$ cat src/rtl/core/ftl_pkg.sv
// ----------------------------------------------------------------------------
// Flow table package
// Shared types and codes for the flow table with least-recent eviction.
// ----------------------------------------------------------------------------
package ftl_pkg;

    localparam int KEY_W = 104;

    // Item kinds.
    localparam logic [2:0] KIND_PACKET    = 3'd0;
    localparam logic [2:0] KIND_CLASSIFY  = 3'd1;
    localparam logic [2:0] KIND_BLOCK     = 3'd2;
    localparam logic [2:0] KIND_TERMINATE = 3'd3;
    localparam logic [2:0] KIND_SWEEP     = 3'd4;
    localparam logic [2:0] KIND_CLEAR     = 3'd5;

    // Result status codes.
    localparam logic [1:0] ST_HIT     = 2'd0;
    localparam logic [1:0] ST_CREATED = 2'd1;
    localparam logic [1:0] ST_MISS    = 2'd2;
    localparam logic [1:0] ST_DONE    = 2'd3;

    // Flow phases.
    localparam logic [2:0] PH_INITIATED  = 3'd0;
    localparam logic [2:0] PH_HANDSHAKE  = 3'd1;
    localparam logic [2:0] PH_ACTIVE     = 3'd2;
    localparam logic [2:0] PH_CLASSIFIED = 3'd3;
    localparam logic [2:0] PH_TERMINATED = 3'd4;

    // Packets seen before a handshaking flow counts as active.
    localparam logic [32:0] ACTIVE_PACKETS = 33'd3;

    // Per-entry state apart from the key and the time stamps.
    typedef struct packed {
        logic [2:0]  phase;
        logic        verdict;
        logic [7:0]  app;
        logic [31:0] pkts_rx;
        logic [31:0] pkts_tx;
        logic [47:0] octets_rx;
        logic [47:0] octets_tx;
    } t_entry;

endpackage

$ cat src/rtl/core/ftl_update.sv
// ----------------------------------------------------------------------------
// Flow table packet update
// Counts one packet into an entry and advances its phase.
// ----------------------------------------------------------------------------
module ftl_update (
    input  ftl_pkg::t_entry i_entry,
    input  logic            i_new,
    input  logic [15:0]     i_byte_count,
    input  logic            i_outbound,
    input  logic            i_syn_ack,
    output ftl_pkg::t_entry o_entry
);

    ftl_pkg::t_entry base;
    ftl_pkg::t_entry upd;
    logic [32:0]     pkt_sum;

    always_comb begin
        // A freshly created entry starts from all zero.
        base = i_new ? '0 : i_entry;
        upd  = base;
        if (i_outbound) begin
            upd.pkts_tx   = base.pkts_tx + 32'd1;
            upd.octets_tx = base.octets_tx + {32'd0, i_byte_count};
        end else begin
            upd.pkts_rx   = base.pkts_rx + 32'd1;
            upd.octets_rx = base.octets_rx + {32'd0, i_byte_count};
        end
        pkt_sum = {1'b0, upd.pkts_rx} + {1'b0, upd.pkts_tx};
        if (upd.phase == ftl_pkg::PH_INITIATED && i_syn_ack) begin
            upd.phase = ftl_pkg::PH_HANDSHAKE;
        end
        if (upd.phase == ftl_pkg::PH_HANDSHAKE && pkt_sum >= ftl_pkg::ACTIVE_PACKETS) begin
            upd.phase = ftl_pkg::PH_ACTIVE;
        end
        o_entry = upd;
    end

endmodule

$ cat config.mk
export PLATFORM = sky130hd
export DESIGN_NAME = ftl_update
export DESIGN_NICKNAME = d
export VERILOG_FILES = /design/src/rtl/core/ftl_pkg.sv /design/src/rtl/core/ftl_update.sv
export SDC_FILE = /design/constraint.sdc
export NUM_CORES = 1
export LEC_CHECK = 0
export BUFFER_PORTS_ARGS = -buffer_cell sky130_fd_sc_hd__buf_2
export CAP_MARGIN = 20
export CELL_PAD_IN_SITES_DETAIL_PLACEMENT = 1
export CELL_PAD_IN_SITES_GLOBAL_PLACEMENT = 1
export CORE_MARGIN = 4
export CORE_UTILIZATION = 33
export DETAILED_ROUTE_END_ITERATION = 8
export PLACE_DENSITY_LB_ADDON = 0.1
export SLEW_MARGIN = 20
export SYNTH_ARGS = -nofsm -noshare
export SYNTH_HDL_FRONTEND = slang
export SYNTH_SLANG_ARGS = --single-unit
$ cat constraint.sdc
create_clock -name vclk -period 9.6
set_input_delay 0.96 -clock vclk [all_inputs]
set_output_delay 0.96 -clock vclk [all_outputs]
set_load 0.005 [all_outputs]
== Word-level counts from Yosys, hierarchy flattened ==
Index checks and enable logic that the tools add are counted.
Word-level totals
  RAM bits: 0
  bits in latches: 0
  bits of input ports: 191
  bits in read-only memories: 0
  register bits: 0
  logic and storage cells: 17
  memories: 0
Cells by class
  add/sub/neg operators: 5
  bitwise operators: 0
  eq/ne operators: 1
  reduce and logical (&&, ||, !) cells: 3
  multipliers: 0
  $lt $le $gt $ge: 1
  div/mod/pow operators: 0
  muxes and demuxes: 7
  shift operators: 0
Operators by type and width (count)
  2-to-1 mux 172 bit: 1
  adder 48 x 16 -> 48 bit: 2
  2-to-1 mux 48 bit: 2
  adder 32 x 1 -> 32 bit (second input constant): 2
  2-to-1 mux 32 bit: 2
  adder 32 x 32 -> 33 bit: 1
  greater-or-equal comparator 33 x 2 -> 1 bit (second input constant): 1
  2-to-1 mux 3 bit: 2
  == test 3 x 1 -> 1 bit (second input constant): 1
  zero test 3 bit: 1
  logical AND 1 bit: 2

== Longest topological paths before layout ==
Gate-level depths: netlist of run 1.
  depth after elaboration: 7
  mapped depth: 29
  depth with buffers taken out: 23

== Worst setup path before layout of run 1 ==
No wires, ideal clock.
  path type: input -> output
  start: in i_new
  end: out o_entry[170] (netlist name)
  buffers on the path: 7
  setup slack: 1.827 ns
  cell stages on the path: 29
  arrival time: 6.813 ns
  cells stage by stage: buf_6 > buf_2 > buf_1 > clkbuf_1 > clkbuf_1 > nor2b_1 > ha_1 > and3b_1 > and4_1 > clkbuf_1 > and2_1 > nand3_1 > or3_1 > a21oi_1 > ha_1 > clkbuf_1 > a21oi_1 > a21o_1 > a222oi_1 > nand4b_1 > a2111oi_0 > nand4_1 > a2111oi_4 > o2111ai_1 > a2111oi_2 > nand4_1 > nor4_2 > a21oi_1 > a21o_1
RTL lines
  from (decl): RTL line ftl_update.sv:7  | input logic i_new,
  to (decl): RTL line ftl_update.sv:11  | output ftl_pkg::t_entry o_entry

==> results of run 1 <==
## final timing paths
| check | endpoint | slack [ns] | cells past startpoint |
|---|---|---|---|
| setup / recovery | o_entry[170] | 1.26 | 24 |
| hold / removal | o_entry[161] | 2.22 | 3 |
## cell families after synthesis
kind of cell / share of synthesized area
and+or+nand+nor: 0.395
adders and majority gates: 0.109
xor gates and xnor gates: 0.156
muxes: 0.0327
AOI/OAI and AO/OA: 0.256
buffers and inverters: 0.0520
## cells in the final DEF, fill, tap and decap left out, types with 6 or more instances in the layout
cell	netlist	routed
sky130_fd_sc_hd__nand3_1	62	62
sky130_fd_sc_hd__nor4_1	13	13
sky130_fd_sc_hd__and3_1	28	28
sky130_fd_sc_hd__o21ai_0	62	62
sky130_fd_sc_hd__or4_1	10	10
sky130_fd_sc_hd__or3_1	24	24
sky130_fd_sc_hd__o31ai_1	12	12
sky130_fd_sc_hd__nand4_1	29	29
sky130_fd_sc_hd__a31oi_1	9	9
sky130_fd_sc_hd__a31o_2	6	6
sky130_fd_sc_hd__o211ai_1	10	10
sky130_fd_sc_hd__ha_1	62	62
sky130_fd_sc_hd__buf_2	4	362
sky130_fd_sc_hd__a21oi_1	78	78
sky130_fd_sc_hd__a21o_1	21	21
sky130_fd_sc_hd__nand2_1	103	103
sky130_fd_sc_hd__and4_1	11	11
sky130_fd_sc_hd__and2_1	20	20
sky130_fd_sc_hd__o2111ai_1	9	9
sky130_fd_sc_hd__nor2_1	139	139
sky130_fd_sc_hd__a211oi_1	11	11
sky130_fd_sc_hd__a2111oi_0	11	11
sky130_fd_sc_hd__xnor2_1	92	92
sky130_fd_sc_hd__a21boi_0	6	6
sky130_fd_sc_hd__inv_1	46	46
sky130_fd_sc_hd__nor3_1	35	35
sky130_fd_sc_hd__nor2b_1	77	77
sky130_fd_sc_hd__mux2i_1	6	6
sky130_fd_sc_hd__nand2b_1	6	6
sky130_fd_sc_hd__mux2_2	17	17
sky130_fd_sc_hd__xor2_1	45	45
## power breakdown
group	leakage, nW	internal [W]	switching [W]	total (W)
clock network	0.0000127	0.0000000000279	0	0.0000000000279
registers	0	0	0	0
logic	4.40	0.000189	0.000257	0.000447
## layout make-up
cell class	instances	share of cell area
inverters	47	0.0181
multi-input cells	1101	0.750
diodes	2	0.000514
repair buffers	368	0.191
well taps	313	0.0402
## per-stage QoR
stage	instances	power [W]	hold WS [ns]	worst slack, ns
after floorplan	1202	0.000263	2.02	1.83
after global placement	1829	0.000438	2.20	1.59
after detailed placement	1829	0.000444	2.22	1.30
after CTS	1829	0.000447	2.22	1.29
after global routing	1831	0.000494	2.24	0.681
final	1831	0.000447	2.22	1.26
## per-layer routing
| metal | vias up | track usage | wire (um) |
|---|---|---|---|
| met5 | - | 0 | 58 |
| met4 | 8 | 0.0597 | 947 |
| met3 | 53 | 0.0418 | 2060 |
| met2 | 301 | 0.476 | 17900 |
| met1 | 4872 | 0.309 | 14900 |
| li1 | 5017 | - | - |
## synthesized netlist by cell type (11+ instances only)
cell and count:
sky130_fd_sc_hd__nor4_1 13, sky130_fd_sc_hd__or3_1 24, sky130_fd_sc_hd__o21ai_0 62, sky130_fd_sc_hd__nor2_1 139
sky130_fd_sc_hd__nand4_1 29, sky130_fd_sc_hd__clkbuf_1 40, sky130_fd_sc_hd__o31ai_1 12, sky130_fd_sc_hd__a21oi_1 78
sky130_fd_sc_hd__nor3_1 35, sky130_fd_sc_hd__and2_1 20, sky130_fd_sc_hd__nor2b_1 77, sky130_fd_sc_hd__inv_1 46
sky130_fd_sc_hd__mux2_2 17, sky130_fd_sc_hd__and4_1 11, sky130_fd_sc_hd__and3_1 28, sky130_fd_sc_hd__nand3_1 62
sky130_fd_sc_hd__nand2_1 103, sky130_fd_sc_hd__a21o_1 21, sky130_fd_sc_hd__a2111oi_0 11, sky130_fd_sc_hd__ha_1 62
sky130_fd_sc_hd__xnor2_1 92, sky130_fd_sc_hd__xor2_1 45, sky130_fd_sc_hd__a211oi_1 11
==> flow_metrics.py, run 1 <==
metrics = {
    "sta": {
        "final_period_minus_worst_setup_slack_ns": 8.34,
        "max-slew-margin-rel": 0.394,
        "rsz0062_at_grt": "false",
        "setup_tns_ns": 0,
        "setup_viol": 0,
        "maxSlewViolCount": 0,
        "max_freq_ghz": 0.120,
        "max_slew.worst_pin.slew_ns": 0.901,
        "layout_worst_path_cycle_share": 0.868,
        "timing_hold_violations_final": 0,
    },
    "place": {
        "placedInstanceArea_sq_mm": 0.00973,
        "finalWeightedCongestion": 0.906,
        "port-buffer-count": 363,
        "hpwl_mm": 30.7,
    },
    "layout": {
        "fillCellCount": 3168,
        "post-route-util": 0.427,
        "multi_input_area_sq_mm": 0.00730,
        "area_growth_from_synthesis_to_layout_pct": 26.4,
        "seqCellArea_sq_um": 0,
        "final_area_sq_mm": 0.00974,
        "layout.sequential_cells": 0,
        "final.clkbuf_count": 0,
        "finalNetCount": 1774,
        "final_layout_size_suffix_gt1_frac": 0.272,
    },
    "grt": {
        "total_global_route_track_usage": 0.257,
        "grt_pass1_vias": 10600,
        "grt_first_pass_wirelength_mm": 55.9,
        "overflow": 0,
        "antenna_found_initial": 6,
        "grt_max_degree": 69,
    },
    "floorplanning": {
        "rows": 55,
        "dieHeight_um": 161,
        "fp.dieArea_sq_mm": 0.0258,
        "coreArea_sq_mm": 0.0228,
        "chipWidth_um": 161,
        "start_util": 0.338,
        "pin_count": 363,
    },
    "route": {
        "dr.pass1.iters": 5,
        "detail_route.wl_per_cell_um": 19.6,
        "drcViolationCount": 0,
        "detail_route.wirelength_mm": 35.9,
        "num_vias": 10300,
        "drt_iter0_drc": 482,
        "post_drt_via_cell_ratio": 5.60,
        "detail-route-antenna-nets": 0,
    },
    "setup_path": {
        "cpMaxStageDelayCell": "sky130_fd_sc_hd__and4_1",
        "cp_data_required_time_ns": 8.64,
        "crit_path_frequent_cell": "sky130_fd_sc_hd__a21oi_1",
        "cp_bufs_invs": 2,
        "worstSetupStartpointType": "input pin",
        "critical_path_peak_fanout": 68,
        "cell_family_with_the_largest_share_of_critical_path_delay": "simple AND/OR/NAND/NOR gates",
        "endpoint_kind": "output pin",
        "timing.critical_path.slowest_cell_delay_ns": 0.44,
        "crit_path_start": "i_new",
        "criticalPathCategory": "input pin to output pin",
        "critPathArrivalTime_ns": 7.38,
        "critical_path.cell_chain": "buf_6 > nor2b_1 > ha_1 > and3b_1 > and4_1 > and2_1 > nand3_1 > or3_1 > a21oi_1 > ha_1 > a21oi_1 > a21o_1 > a222oi_1 > nand4b_1 > a2111oi_0 > nand4_1 > a2111oi_4 > o2111ai_1 > a2111oi_2 > nand4_1 > nor4_2 > a21oi_1 > a21o_1 > buf_2",
    },
    "yosys": {
        "synth_fp_nets": 1458,
        "number_of_warnings_reported_in_the_yosys_synthesis_log": 0,
        "yosys.area.top_type": "sky130_fd_sc_hd__xnor2_1",
        "yosysTopAreaCellShare": 0.105,
        "netlist_top_cells_area": "sky130_fd_sc_hd__xnor2_1 (10%), sky130_fd_sc_hd__ha_1 (10%), sky130_fd_sc_hd__nor2_1 (6.8%)",
        "synthesis.area_sq_mm": 0.00770,
        "post_synth.cell_area_avg_sq_um": 6.41,
        "sequential_share_of_the_synthesized_area": 0,
        "synth_cell_type_count": 81,
        "post_synth_inst_count": 1202,
    },
    "cts": {
        "holdBufCountCts": 0,
        "postCtsSetupBuffers": 0,
        "post_cts_resize_count": 0,
    },
    "power": {
        "leakage_nw": 4.40,
        "powerDensity_mw_per_mm2": 45.9,
        "ir_drop_uv": 24.0,
    },
    "worst_hold_path": {
        "hold_path.startpoint": "i_entry[161]",
        "worstHoldPathType": "input pin to output pin",
    },
    "outcome": {
        "outcome": "finished clean",
    },
    "flow_run": {
        "max_cap_violations": 0,
    },
}
(Power assumes the default switching activity.)
==> run 2, diff against run 1 <==
CORE_UTILIZATION = 30   (was 33)
SLEW_MARGIN = unset   (was 20)
clock period = 7.2 ns   (was 9.6 ns; I/O delays follow)
==> flow_metrics.py, run 2 (same netlist as run 1, synthesis figures left out) <==
metrics = {
    "place": {
        "finalWeightedCongestion": 0.980,
        "placedInstanceArea_sq_mm": 0.00993,
        "hpwl_mm": 32.0,
        "port-buffer-count": 363,
    },
    "grt": {
        "grt_max_degree": 78,
        "grt_pass1_vias": 10600,
        "grt_first_pass_wirelength_mm": 57.5,
        "overflow": 0,
        "antenna_found_initial": 5,
        "total_global_route_track_usage": 0.245,
    },
    "setup_path": {
        "critical_path_peak_fanout": 11,
        "cp_data_required_time_ns": 6.48,
        "timing.critical_path.slowest_cell_delay_ns": 0.64,
        "cpMaxStageDelayCell": "sky130_fd_sc_hd__o31ai_1",
        "cell_family_with_the_largest_share_of_critical_path_delay": "simple AND/OR/NAND/NOR gates",
        "worstSetupStartpointType": "input pin",
        "critical_path.cell_chain": "buf_2 > nor2b_1 > ha_1 > nand2b_1 > nor4_2 > buf_4 > nand4_1 > xor2_1 > nor2_1 > ha_1 > nand4_1 > o31ai_1 > and3_1 > o21ai_1 > a311oi_2 > o2111ai_1 > and2_1 > mux2_2 > nor4_2 > buf_4 > a21oi_1 > a21o_1 > buf_2",
        "cp_bufs_invs": 4,
        "critPathArrivalTime_ns": 6.10,
        "endpoint_kind": "output pin",
        "criticalPathCategory": "input pin to output pin",
    },
    "layout": {
        "seqCellArea_sq_um": 0,
        "final.clkbuf_count": 0,
        "final_area_sq_mm": 0.00998,
        "most_common_library_cell_in_the_layout_ignoring_fill_and_taps": "sky130_fd_sc_hd__buf_2",
        "layout.sequential_cells": 0,
        "final_cell_mix": "sky130_fd_sc_hd__buf_2 (362), sky130_fd_sc_hd__nor2_1 (138), sky130_fd_sc_hd__nand2_1 (103), sky130_fd_sc_hd__xnor2_1 (92), sky130_fd_sc_hd__a21oi_1 (78)",
        "area_growth_from_synthesis_to_layout_pct": 29.5,
        "final_layout_size_suffix_gt1_frac": 0.289,
        "finalNetCount": 1796,
        "post-route-util": 0.395,
    },
    "route": {
        "drt_iter0_drc": 483,
        "detail_route.wl_per_cell_um": 19.9,
        "highest_layer": "met5",
        "post_drt_via_cell_ratio": 5.53,
        "met3_wirelength_mm": 2.32,
        "detail-route-antenna-nets": 0,
        "dr.pass1.iters": 5,
        "num_vias": 10300,
        "routed-wl-met2_mm": 18.3,
        "routedLengthMet1_mm": 15.4,
        "drcViolationCount": 0,
        "detail_route.wirelength_mm": 37.2,
    },
    "floorplanning": {
        "dieHeight_um": 168,
        "rows": 58,
        "coreArea_sq_mm": 0.0253,
        "chipWidth_um": 168,
        "fp.dieArea_sq_mm": 0.0283,
        "pin_count": 363,
        "start_util": 0.305,
    },
    "cts": {
        "postCtsSetupBuffers": 0,
        "post_cts_resize_count": 0,
        "holdBufCountCts": 0,
    },
    "sta": {
        "maxSlewViolCount": 0,
        "max_freq_ghz": 0.147,
        "max-slew-margin-rel": 0.439,
        "max_slew.worst_pin.slew_ns": 0.841,
        "timing_hold_violations_final": 0,
        "layout_worst_path_cycle_share": 0.947,
        "setup_tns_ns": 0,
        "setup_viol": 0,
        "final_period_minus_worst_setup_slack_ns": 6.82,
    },
    "flow_run": {
        "max_cap_violations": 0,
    },
    "power": {
        "powerDensity_mw_per_mm2": 61.9,
        "ir_drop_uv": 25.6,
        "leakage_nw": 4.50,
    },
    "worst_hold_path": {
        "worstHoldPathType": "input pin to output pin",
    },
    "outcome": {
        "outcome": "finished clean",
    },
}
-- run 2: worst min-delay path, delay by kind of cell --
family / cells / cell delay [ns]
simple gates: 1 / 0.10
buf+inv: 2 / 0.19
-- run 2: path summary, 6_finish.rpt --
| kind | from | endpoint | slack [ns] | cells past startpoint |
|---|---|---|---|---|
| max | i_entry[97] | o_entry[170] | 0.38 | 23 |
| min | i_entry[167] | o_entry[167] | 1.73 | 3 |
-- run 2: routing by layer --
metal | track usage | vias up
met5 | 0 | -
met4 | 0.0653 | 4
met3 | 0.0416 | 56
met2 | 0.441 | 322
met1 | 0.301 | 4899
li1 | - | 5060
-- run 2: cell type report --
cell class	instances	area, sq um
multi-input combinational	1101	7340
inverter	47	176
antenna	3	7.51
fill	3523	15300
tap	330	413
timing repair buffer	390	2040
-- run 2: per-stage QoR --
step	hold slack (ns)	std cells	total power, W	setup WS, ns
after floorplan	1.54	1202	0.000350	0.00652
after global placement	1.73	1868	0.000605	0.321
after detailed placement	1.73	1868	0.000611	0.148
after CTS	1.73	1868	0.000616	0.136
after global routing	1.79	1871	0.000681	-0.0144
final	1.73	1871	0.000617	0.383
-- run 2: report_power, final --
| group | switching, W | internal (W) | total (W) |
|---|---|---|---|
| sequential | 0 | 0 | 0 |
| combinational | 0.000358 | 0.000260 | 0.000617 |
| clock | 0 | 0.0000000000558 | 0.0000000000558 |
| total | 0.000358 | 0.000260 | 0.000617 |
